--- src/rtl/wwc_pkg.sv ---
`timescale 1ns / 1ps
`default_nettype none
// ---------------------------------------------------------------------------
// wwc_pkg: shared types and constants of the weighted window centroid
// Item layouts, register indexes, sequencer states and datapath widths.
// ---------------------------------------------------------------------------
package wwc_pkg;

   localparam int MZ_W       = 28;
   localparam int INT_W      = 20;
   localparam int MOB_W      = 20;
   localparam int TOT_W      = 36;
   localparam int MZ_SUM_W   = 64;
   localparam int MOB_SUM_W  = 56;
   localparam int PROD_W     = MZ_W + INT_W;
   localparam int DIV_NUM_W  = MZ_SUM_W;
   localparam int DIV_DEN_W  = TOT_W;
   localparam int CSR_IDX_W  = 3;
   localparam int CSR_DATA_W = 28;

   localparam logic [CSR_IDX_W-1:0] CSR_MZ_LOW    = 3'd0;
   localparam logic [CSR_IDX_W-1:0] CSR_MZ_HIGH   = 3'd1;
   localparam logic [CSR_IDX_W-1:0] CSR_IM_ENABLE = 3'd2;
   localparam logic [CSR_IDX_W-1:0] CSR_IM_LOW    = 3'd3;
   localparam logic [CSR_IDX_W-1:0] CSR_IM_HIGH   = 3'd4;

   typedef struct packed {
      logic [MZ_W-1:0]  peak_mz;
      logic [INT_W-1:0] peak_intensity;
      logic [MOB_W-1:0] peak_mobility;
      logic             last_peak;
   } req_type;

   typedef struct packed {
      logic             found;
      logic [TOT_W-1:0] total_intensity;
      logic [MZ_W-1:0]  mean_mz;
      logic [MOB_W-1:0] mean_mobility;
      logic             saturated;
   } rsp_type;

   typedef struct packed {
      logic                 start;
      logic [DIV_NUM_W-1:0] dividend;
      logic [DIV_DEN_W-1:0] divisor;
   } div_cmd_type;

   typedef enum logic [3:0] {
      ST_IDLE,
      ST_MUL_MZ,
      ST_ADD_MZ,
      ST_MUL_MOB,
      ST_ADD_MOB,
      ST_DIV_MZ_GO,
      ST_DIV_MZ_RUN,
      ST_DIV_MOB_GO,
      ST_DIV_MOB_RUN,
      ST_FINISH
   } state_type;

endpackage : wwc_pkg
`default_nettype wire

--- src/rtl/wwc_div.sv ---
`timescale 1ns / 1ps
`default_nettype none
// ---------------------------------------------------------------------------
// wwc_div: radix-2 restoring divider
// One quotient bit per cycle; quotient valid when done pulses.
// ---------------------------------------------------------------------------
module wwc_div (
   input  wire logic                         clock,
   input  wire logic                         reset,
   input  wire wwc_pkg::div_cmd_type         cmd,
   output logic                              done,
   output logic [wwc_pkg::DIV_NUM_W-1:0]     quotient
);
   import wwc_pkg::*;

   localparam int CNT_W = $clog2(DIV_NUM_W + 1);

   logic                 busy_ff,  busy_in;
   logic                 done_ff,  done_in;
   logic [CNT_W-1:0]     count_ff, count_in;
   logic [DIV_NUM_W-1:0] nq_ff,    nq_in;
   logic [DIV_DEN_W-1:0] rem_ff,   rem_in;
   logic [DIV_DEN_W-1:0] den_ff,   den_in;

   logic [DIV_DEN_W:0]   shifted;
   logic [DIV_DEN_W:0]   diff;
   logic                 fits;

   assign shifted = {rem_ff, nq_ff[DIV_NUM_W-1]};
   assign diff    = shifted - {1'b0, den_ff};
   assign fits    = shifted >= {1'b0, den_ff};

   always_comb begin
      busy_in  = busy_ff;
      count_in = count_ff;
      nq_in    = nq_ff;
      rem_in   = rem_ff;
      den_in   = den_ff;
      done_in  = 1'b0;
      if (cmd.start) begin
         busy_in  = 1'b1;
         count_in = CNT_W'(DIV_NUM_W);
         nq_in    = cmd.dividend;
         rem_in   = '0;
         den_in   = cmd.divisor;
      end else if (busy_ff) begin
         // shift in one dividend bit, subtract where it fits
         nq_in    = {nq_ff[DIV_NUM_W-2:0], fits};
         rem_in   = fits ? diff[DIV_DEN_W-1:0] : shifted[DIV_DEN_W-1:0];
         count_in = count_ff - CNT_W'(1);
         if (count_ff == CNT_W'(1)) begin
            busy_in = 1'b0;
            done_in = 1'b1;
         end
      end
   end

   always_ff @(posedge clock) begin
      if (reset) begin
         busy_ff  <= 1'b0;
         done_ff  <= 1'b0;
         count_ff <= '0;
      end else begin
         busy_ff  <= busy_in;
         done_ff  <= done_in;
         count_ff <= count_in;
      end
   end

   always_ff @(posedge clock) begin
      nq_ff  <= nq_in;
      rem_ff <= rem_in;
      den_ff <= den_in;
   end

   assign done     = done_ff;
   assign quotient = nq_ff;

endmodule : wwc_div
`default_nettype wire

--- src/rtl/weighted_window_centroid.sv ---
`timescale 1ns / 1ps
`default_nettype none
// ---------------------------------------------------------------------------
// weighted_window_centroid: intensity weighted centroid in an m/z window
// Accumulates gated peaks through one shared multiplier and saturating
// adders; on the last peak divides the sums in a shared serial divider.
// ---------------------------------------------------------------------------
//  channel  direction  handshake              payload
//  req_     in         req_valid / req_stall  req_data  (wwc_pkg::req_type)
//  rsp_     out        rsp_valid / rsp_stall  rsp_data  (wwc_pkg::rsp_type)
//  csr_     in         csr_we                 csr_index, csr_wdata
//
//  An ordinary peak passes through accept, m/z product, m/z add, mobility
//  product and mobility add; both products use the one 20 x 28 multiplier.
//  A last peak then runs a division in the 64-step divider for m/z and,
//  with gating on, a second for mobility, then loads the output; with a
//  zero intensity sum it skips the divisions and loads the output.
//  Reset clears the sums, the saturation flag, the registers and rsp_valid.
//  The output register holds a result while rsp_stall is high; the next item
//  is taken meanwhile, and a new result waits only if the old is not gone.
// ---------------------------------------------------------------------------
module weighted_window_centroid (
   input  wire logic                           clock,
   input  wire logic                           reset,
   // peak items
   input  wire logic                           req_valid,
   output logic                                req_stall,
   input  wire wwc_pkg::req_type               req_data,
   // result items
   output logic                                rsp_valid,
   input  wire logic                           rsp_stall,
   output wwc_pkg::rsp_type                    rsp_data,
   // register writes
   input  wire logic                           csr_we,
   input  wire logic [wwc_pkg::CSR_IDX_W-1:0]  csr_index,
   input  wire logic [wwc_pkg::CSR_DATA_W-1:0] csr_wdata
);
   import wwc_pkg::*;

   // sequencer and held item
   state_type              state_ff,     state_in;
   req_type                item_ff,      item_in;
   logic                   counts_ff,    counts_in;
   logic                   gate_ff,      gate_in;
   logic [PROD_W-1:0]      prod_ff,      prod_in;

   // running sums
   logic [TOT_W-1:0]       isum_ff,      isum_in;
   logic [MZ_SUM_W-1:0]    mzsum_ff,     mzsum_in;
   logic [MOB_SUM_W-1:0]   mobsum_ff,    mobsum_in;
   logic                   sat_ff,       sat_in;

   // configuration
   logic [MZ_W-1:0]        mz_low_ff,    mz_low_in;
   logic [MZ_W-1:0]        mz_high_ff,   mz_high_in;
   logic                   im_enable_ff, im_enable_in;
   logic [MOB_W-1:0]       im_low_ff,    im_low_in;
   logic [MOB_W-1:0]       im_high_ff,   im_high_in;

   // results
   logic [MZ_W-1:0]        mean_mz_ff,   mean_mz_in;
   logic [MOB_W-1:0]       mean_mob_ff,  mean_mob_in;
   rsp_type                rsp_ff,       rsp_in;
   logic                   rsp_valid_ff, rsp_valid_in;

   // datapath nets
   logic [MZ_W-1:0]        mul_b;
   logic [PROD_W-1:0]      mul_out;
   logic [TOT_W:0]         isum_add;
   logic [MZ_SUM_W:0]      mzsum_add;
   logic [MOB_SUM_W:0]     mobsum_add;
   logic                   win_hit;
   logic                   found;
   div_cmd_type            div_cmd;
   logic                   div_done;
   logic [DIV_NUM_W-1:0]   div_quot;

   // Shared multiplier: intensity times m/z, then times mobility.
   assign mul_b   = (state_ff == ST_MUL_MOB) ?
                    {{(MZ_W-MOB_W){1'b0}}, item_ff.peak_mobility} : item_ff.peak_mz;
   assign mul_out = {{(PROD_W-INT_W){1'b0}}, item_ff.peak_intensity}
                  * {{(PROD_W-MZ_W){1'b0}}, mul_b};

   // Carry out of each add marks saturation.
   assign isum_add   = {1'b0, isum_ff} + {{(TOT_W-INT_W+1){1'b0}}, item_ff.peak_intensity};
   assign mzsum_add  = {1'b0, mzsum_ff} + {{(MZ_SUM_W-PROD_W+1){1'b0}}, prod_ff};
   assign mobsum_add = {1'b0, mobsum_ff}
                     + {{(MOB_SUM_W-MOB_W-INT_W+1){1'b0}}, prod_ff[MOB_W+INT_W-1:0]};

   // Window test against the registers as they stand when the item arrives.
   assign win_hit = (req_data.peak_mz >= mz_low_ff) && (req_data.peak_mz < mz_high_ff)
                 && (!im_enable_ff || ((req_data.peak_mobility >= im_low_ff)
                                    && (req_data.peak_mobility <= im_high_ff)));

   assign found = (isum_ff != '0);

   // The divider always sees the intensity sum as divisor.
   assign div_cmd.start    = (state_ff == ST_DIV_MZ_GO) || (state_ff == ST_DIV_MOB_GO);
   assign div_cmd.dividend = (state_ff == ST_DIV_MOB_GO) ?
                             {{(DIV_NUM_W-MOB_SUM_W){1'b0}}, mobsum_ff} : mzsum_ff;
   assign div_cmd.divisor  = isum_ff;

   wwc_div u_div (
      .clock    (clock),
      .reset    (reset),
      .cmd      (div_cmd),
      .done     (div_done),
      .quotient (div_quot)
   );

   always_comb begin
      state_in     = state_ff;
      item_in      = item_ff;
      counts_in    = counts_ff;
      gate_in      = gate_ff;
      prod_in      = prod_ff;
      isum_in      = isum_ff;
      mzsum_in     = mzsum_ff;
      mobsum_in    = mobsum_ff;
      sat_in       = sat_ff;
      mz_low_in    = mz_low_ff;
      mz_high_in   = mz_high_ff;
      im_enable_in = im_enable_ff;
      im_low_in    = im_low_ff;
      im_high_in   = im_high_ff;
      mean_mz_in   = mean_mz_ff;
      mean_mob_in  = mean_mob_ff;
      rsp_in       = rsp_ff;
      rsp_valid_in = rsp_valid_ff;

      req_stall = (state_ff != ST_IDLE);

      // drop the result once taken
      if (rsp_valid_ff && !rsp_stall) begin
         rsp_valid_in = 1'b0;
      end

      if (csr_we) begin
         case (csr_index)
            CSR_MZ_LOW:    mz_low_in    = csr_wdata[MZ_W-1:0];
            CSR_MZ_HIGH:   mz_high_in   = csr_wdata[MZ_W-1:0];
            CSR_IM_ENABLE: im_enable_in = csr_wdata[0];
            CSR_IM_LOW:    im_low_in    = csr_wdata[MOB_W-1:0];
            CSR_IM_HIGH:   im_high_in   = csr_wdata[MOB_W-1:0];
            default:       ;
         endcase
      end

      case (state_ff)
         ST_IDLE: begin
            if (req_valid) begin
               item_in   = req_data;
               counts_in = win_hit;
               gate_in   = im_enable_ff;
               state_in  = ST_MUL_MZ;
            end
         end
         ST_MUL_MZ: begin
            prod_in  = mul_out;
            state_in = ST_ADD_MZ;
         end
         ST_ADD_MZ: begin
            if (counts_ff) begin
               if (isum_add[TOT_W]) begin
                  isum_in = '1;
                  sat_in  = 1'b1;
               end else begin
                  isum_in = isum_add[TOT_W-1:0];
               end
               if (mzsum_add[MZ_SUM_W]) begin
                  mzsum_in = '1;
                  sat_in   = 1'b1;
               end else begin
                  mzsum_in = mzsum_add[MZ_SUM_W-1:0];
               end
            end
            state_in = ST_MUL_MOB;
         end
         ST_MUL_MOB: begin
            prod_in  = mul_out;
            state_in = ST_ADD_MOB;
         end
         ST_ADD_MOB: begin
            if (counts_ff && gate_ff) begin
               if (mobsum_add[MOB_SUM_W]) begin
                  mobsum_in = '1;
                  sat_in    = 1'b1;
               end else begin
                  mobsum_in = mobsum_add[MOB_SUM_W-1:0];
               end
            end
            // means read as zero unless a division fills them
            mean_mz_in  = '0;
            mean_mob_in = '0;
            if (!item_ff.last_peak) begin
               state_in = ST_IDLE;
            end else if (found) begin
               state_in = ST_DIV_MZ_GO;
            end else begin
               state_in = ST_FINISH;
            end
         end
         ST_DIV_MZ_GO: begin
            state_in = ST_DIV_MZ_RUN;
         end
         ST_DIV_MZ_RUN: begin
            if (div_done) begin
               // clamp to the field maximum
               mean_mz_in = (div_quot[DIV_NUM_W-1:MZ_W] != '0) ? '1 : div_quot[MZ_W-1:0];
               state_in   = gate_ff ? ST_DIV_MOB_GO : ST_FINISH;
            end
         end
         ST_DIV_MOB_GO: begin
            state_in = ST_DIV_MOB_RUN;
         end
         ST_DIV_MOB_RUN: begin
            if (div_done) begin
               mean_mob_in = (div_quot[DIV_NUM_W-1:MOB_W] != '0) ? '1 : div_quot[MOB_W-1:0];
               state_in    = ST_FINISH;
            end
         end
         ST_FINISH: begin
            // hold until the output register is free
            if (!rsp_valid_ff || !rsp_stall) begin
               rsp_in.found           = found;
               rsp_in.total_intensity = isum_ff;
               rsp_in.mean_mz         = mean_mz_ff;
               rsp_in.mean_mobility   = mean_mob_ff;
               rsp_in.saturated       = sat_ff;
               rsp_valid_in           = 1'b1;
               isum_in                = '0;
               mzsum_in               = '0;
               mobsum_in              = '0;
               sat_in                 = 1'b0;
               state_in               = ST_IDLE;
            end
         end
         default: begin
            state_in = ST_IDLE;
         end
      endcase
   end

   always_ff @(posedge clock) begin
      if (reset) begin
         state_ff     <= ST_IDLE;
         isum_ff      <= '0;
         mzsum_ff     <= '0;
         mobsum_ff    <= '0;
         sat_ff       <= 1'b0;
         mz_low_ff    <= '0;
         mz_high_ff   <= '0;
         im_enable_ff <= 1'b0;
         im_low_ff    <= '0;
         im_high_ff   <= '0;
         rsp_valid_ff <= 1'b0;
      end else begin
         state_ff     <= state_in;
         isum_ff      <= isum_in;
         mzsum_ff     <= mzsum_in;
         mobsum_ff    <= mobsum_in;
         sat_ff       <= sat_in;
         mz_low_ff    <= mz_low_in;
         mz_high_ff   <= mz_high_in;
         im_enable_ff <= im_enable_in;
         im_low_ff    <= im_low_in;
         im_high_ff   <= im_high_in;
         rsp_valid_ff <= rsp_valid_in;
      end
   end

   always_ff @(posedge clock) begin
      item_ff     <= item_in;
      counts_ff   <= counts_in;
      gate_ff     <= gate_in;
      prod_ff     <= prod_in;
      mean_mz_ff  <= mean_mz_in;
      mean_mob_ff <= mean_mob_in;
      rsp_ff      <= rsp_in;
   end

   assign rsp_valid = rsp_valid_ff;
   assign rsp_data  = rsp_ff;

endmodule : weighted_window_centroid
`default_nettype wire
--- config.mk ---
export PLATFORM = sky130hd
export DESIGN_NAME = weighted_window_centroid
export DESIGN_NICKNAME = d
export VERILOG_FILES = /design/src/rtl/wwc_pkg.sv /design/src/rtl/wwc_div.sv /design/src/rtl/weighted_window_centroid.sv
export SDC_FILE = /design/constraint.sdc
export NUM_CORES = 2
export LEC_CHECK = 0
export BUFFER_PORTS_ARGS = -buffer_cell sky130_fd_sc_hd__buf_2
export CORE_ASPECT_RATIO = 0.75
export CORE_MARGIN = 5
export CORE_UTILIZATION = 49
export DETAILED_ROUTE_END_ITERATION = 6
export GPL_TIMING_DRIVEN = 0
export PLACE_DENSITY = 0.65
export SYNTH_ARGS = -nofsm -noshare
export SYNTH_HDL_FRONTEND = slang
export SYNTH_HIERARCHICAL = 1
export SYNTH_SLANG_ARGS = --single-unit
--- constraint.sdc ---
create_clock -name clock -period 14.1 [get_ports clock]
set_input_delay 3.525 -clock clock [delete_from_list [all_inputs] [get_ports clock]]
set_output_delay 3.525 -clock clock [all_outputs]
set_load 0.01 [all_outputs]
==> flow_metrics.tcl <==
set metrics [dict create \
    outcome "complete, but fails checks" \
    violations "DRC" \
    initial_core_util_pct 49.6 \
    setup_violations 0 \
    post-route-period-util_pct 79.2 \
    ant_nets 0 \
    slowest_stage "nor3_2" \
    skew_ns 0.0620 \
    hold_class "reg -> reg" \
    cts_made_buffers 71 \
    cts_tree "done" \
    synthCells 5751 \
    rsz0062_at_grt "no" \
    hpwlAfterDp_um 135000 \
    yosysTopAreaCell "edfxtp_1" \
    std_cell_rows 104 \
    clk_path_buf_depth 3 \
    ctsHoldBuffers 0 \
    multi_input_area_um2 32900 \
    synth-seq-cells 657 \
    tightest_slew_ns 1.46 \
    synthesis.nets 6723 \
    grt_pass1_wl_um 261000 \
    io_buffers 192 \
    synth_area_leaders "edfxtp_1, fa_1, dfxtp_1" \
    synth_edf_count 353 \
    io_pins 193 \
    insertion_delay_ns 0.72 \
    slowest_delay_ns 0.68 \
    antenna_found_initial 9 \
    n_fill_cell 9891 \
    fin_tns_setup_ns 0 \
    synth_top_area_share_pct 19.8 \
    routed_wirelength_um 172000 \
    grt_start_max_net_pins 71 \
    syn_area_per_cell_um2 9.29 \
    synth_common_cells "nand2_1, inv_1, fa_1" \
    path_class "reg -> reg" \
    synth_most_common_cell "nand2_1" \
    final_area_um2 58700 \
    drt_iter0_markers 4385 \
    worst_ep_required_time_ns 14.49 \
    place_congestion 0.984 \
    grt-ovfl-total 0 \
    h-tree-depth 3 \
    core-area_um2 108000 \
    critPathMaxFanout 10 \
    hold_violations 0 \
    fp.dieW_um 391 \
    drc_errors 1 \
    vias_per_cell 5.79 \
    layout_min_cycle_time_ns 11.16 \
    end_kind "flip-flop" \
    routedWlPerCell_um 22.8 \
    synthDistinctLibCells 92 \
    ys.flop_type "edfxtp_1" \
    die_y_um 296 \
    max_slew_margin_pct 1.89 \
    path_clk_slew_ns 0.07 \
    max_freq_mhz 89.6 \
    reg2regPathDepth 31 \
    track_usage_pct 29.6 \
    cp.arrival_ns 11.56 \
    synth_seq_area_share_pct 31.2 \
    clockRootBuffer "clkbuf_16" \
    cts-resized-gates 0 \
    grt_pass1_vias 42204 \
    yosysWarnings 6 \
    maxSlewViolCount 0 \
    cap_violations 0 \
    final-seq-area_um2 16700 \
    vias 43565 \
    ys_async_sr_fraction_pct 0 \
    critPathLaunchType "flip-flop" \
    fin_nets 6994 \
    crit_top_cell "fa_1" \
    area_growth_pct 9.94 \
    first_pass_iters 7 \
    placed_cell_area_um2 56300 \
    postCtsSetupBuffers 0 \
    clock-sinks 657 \
    drive_above_1_share_pct 8.40 \
    synth.cell_area_um2 53400 \
    dieArea_um2 116000 \
    hold_depth 0 \
]
==> registers in the layout, indices dropped and copies added (netlist names), 4 cells and up <==
signal and cells:
mean_mob_ff 20, im_low_ff 20, item_ff 69, mobsum_ff 56, mzsum_ff 64, mean_mz_ff 28
u_div/rem_ff 36, state_ff 4, rsp_data 86, prod_ff 48, u_div/quotient 64, im_high_ff 20
mz_high_ff 28, isum_ff 36, u_div/count_ff 7, mz_low_ff 28, u_div/den_ff 36
==> final timing paths <==
kind | from | endpoint | slack, ns
hold / removal | mean_mob_ff[7] | rsp_data[8] | 0.42
hold reg to reg | mean_mob_ff[7] | rsp_data[8] | 0.42
setup / recovery | state_ff[1] | prod_ff[44] | 2.94
setup reg to reg | state_ff[1] | prod_ff[44] | 2.94
==> per-stage QoR <==
stage	cells	util (%)	hold slack, ns	worst slack (ns)
floorplan	5751	-	0.400	5.09
global placement	7374	52.1	0.405	2.02
detailed placement	7380	52.3	0.405	3.17
CTS	7512	54.5	0.420	3.11
global route	7514	54.5	0.424	2.58
finish	7521	54.5	0.417	2.94
==> worst max-delay path, delay by kind of cell (launching register included) <==
| family | cells | cell delay [ns] |
|---|---|---|
| XOR/XNOR | 1 | 0.18 |
| adder cells (fa/ha/maj) | 8 | 3.85 |
| buffers and inverters | 9 | 2.09 |
| multiplexers | 1 | 0.31 |
| AO/OA/AOI/OAI | 8 | 2.76 |
| AND/OR/NAND/NOR | 4 | 1.22 |
| flip-flops | 1 | 0.42 |
==> routing by layer <==
layer	share of wire, %	track usage, %	vias up
met5	0.015	0	-
met4	2.4	7.28	4
met3	11	8.13	257
met2	41	41.9	2069
met1	46	44.8	21352
li1	-	-	19883
==> placed cells by master (no fill, tap or decap), types with 136 or more instances in the layout <==
cell type and n:
clkbuf_1 278, fa_1 468, a21oi_1 412, and2_1 294, buf_2 206, ha_1 399
edfxtp_1 353, dfxtp_1 304, nor2_1 274, mux2_2 136, o21ai_0 221, inv_1 715
nand2_1 788
==> final cells by class <==
type	instances	share of cell area, %
antenna	9	0.0383
buffer	305	1.99
clock buffer	91	3.29
clock inverter	41	0.765
inverter	718	4.59
multi-input combinational	4071	56.0
sequential	657	28.4
tap	1431	3.05
timing repair buffer	198	1.85
==> cell families after synthesis <==
| logic type | synth area share [%] |
|---|---|
| adder cells (fa/ha/maj) | 26.9 |
| multiplexers | 2.94 |
| flip-flops | 31.2 |
| XOR/XNOR | 2.82 |
| AO/OA/AOI/OAI | 13.3 |
| AND/OR/NAND/NOR | 15.6 |
| buffers and inverters | 7.23 |
Power is left out: the tool's default activity adds up to more than one toggle a clock period on the data nets, which glitch-free logic cannot reach.
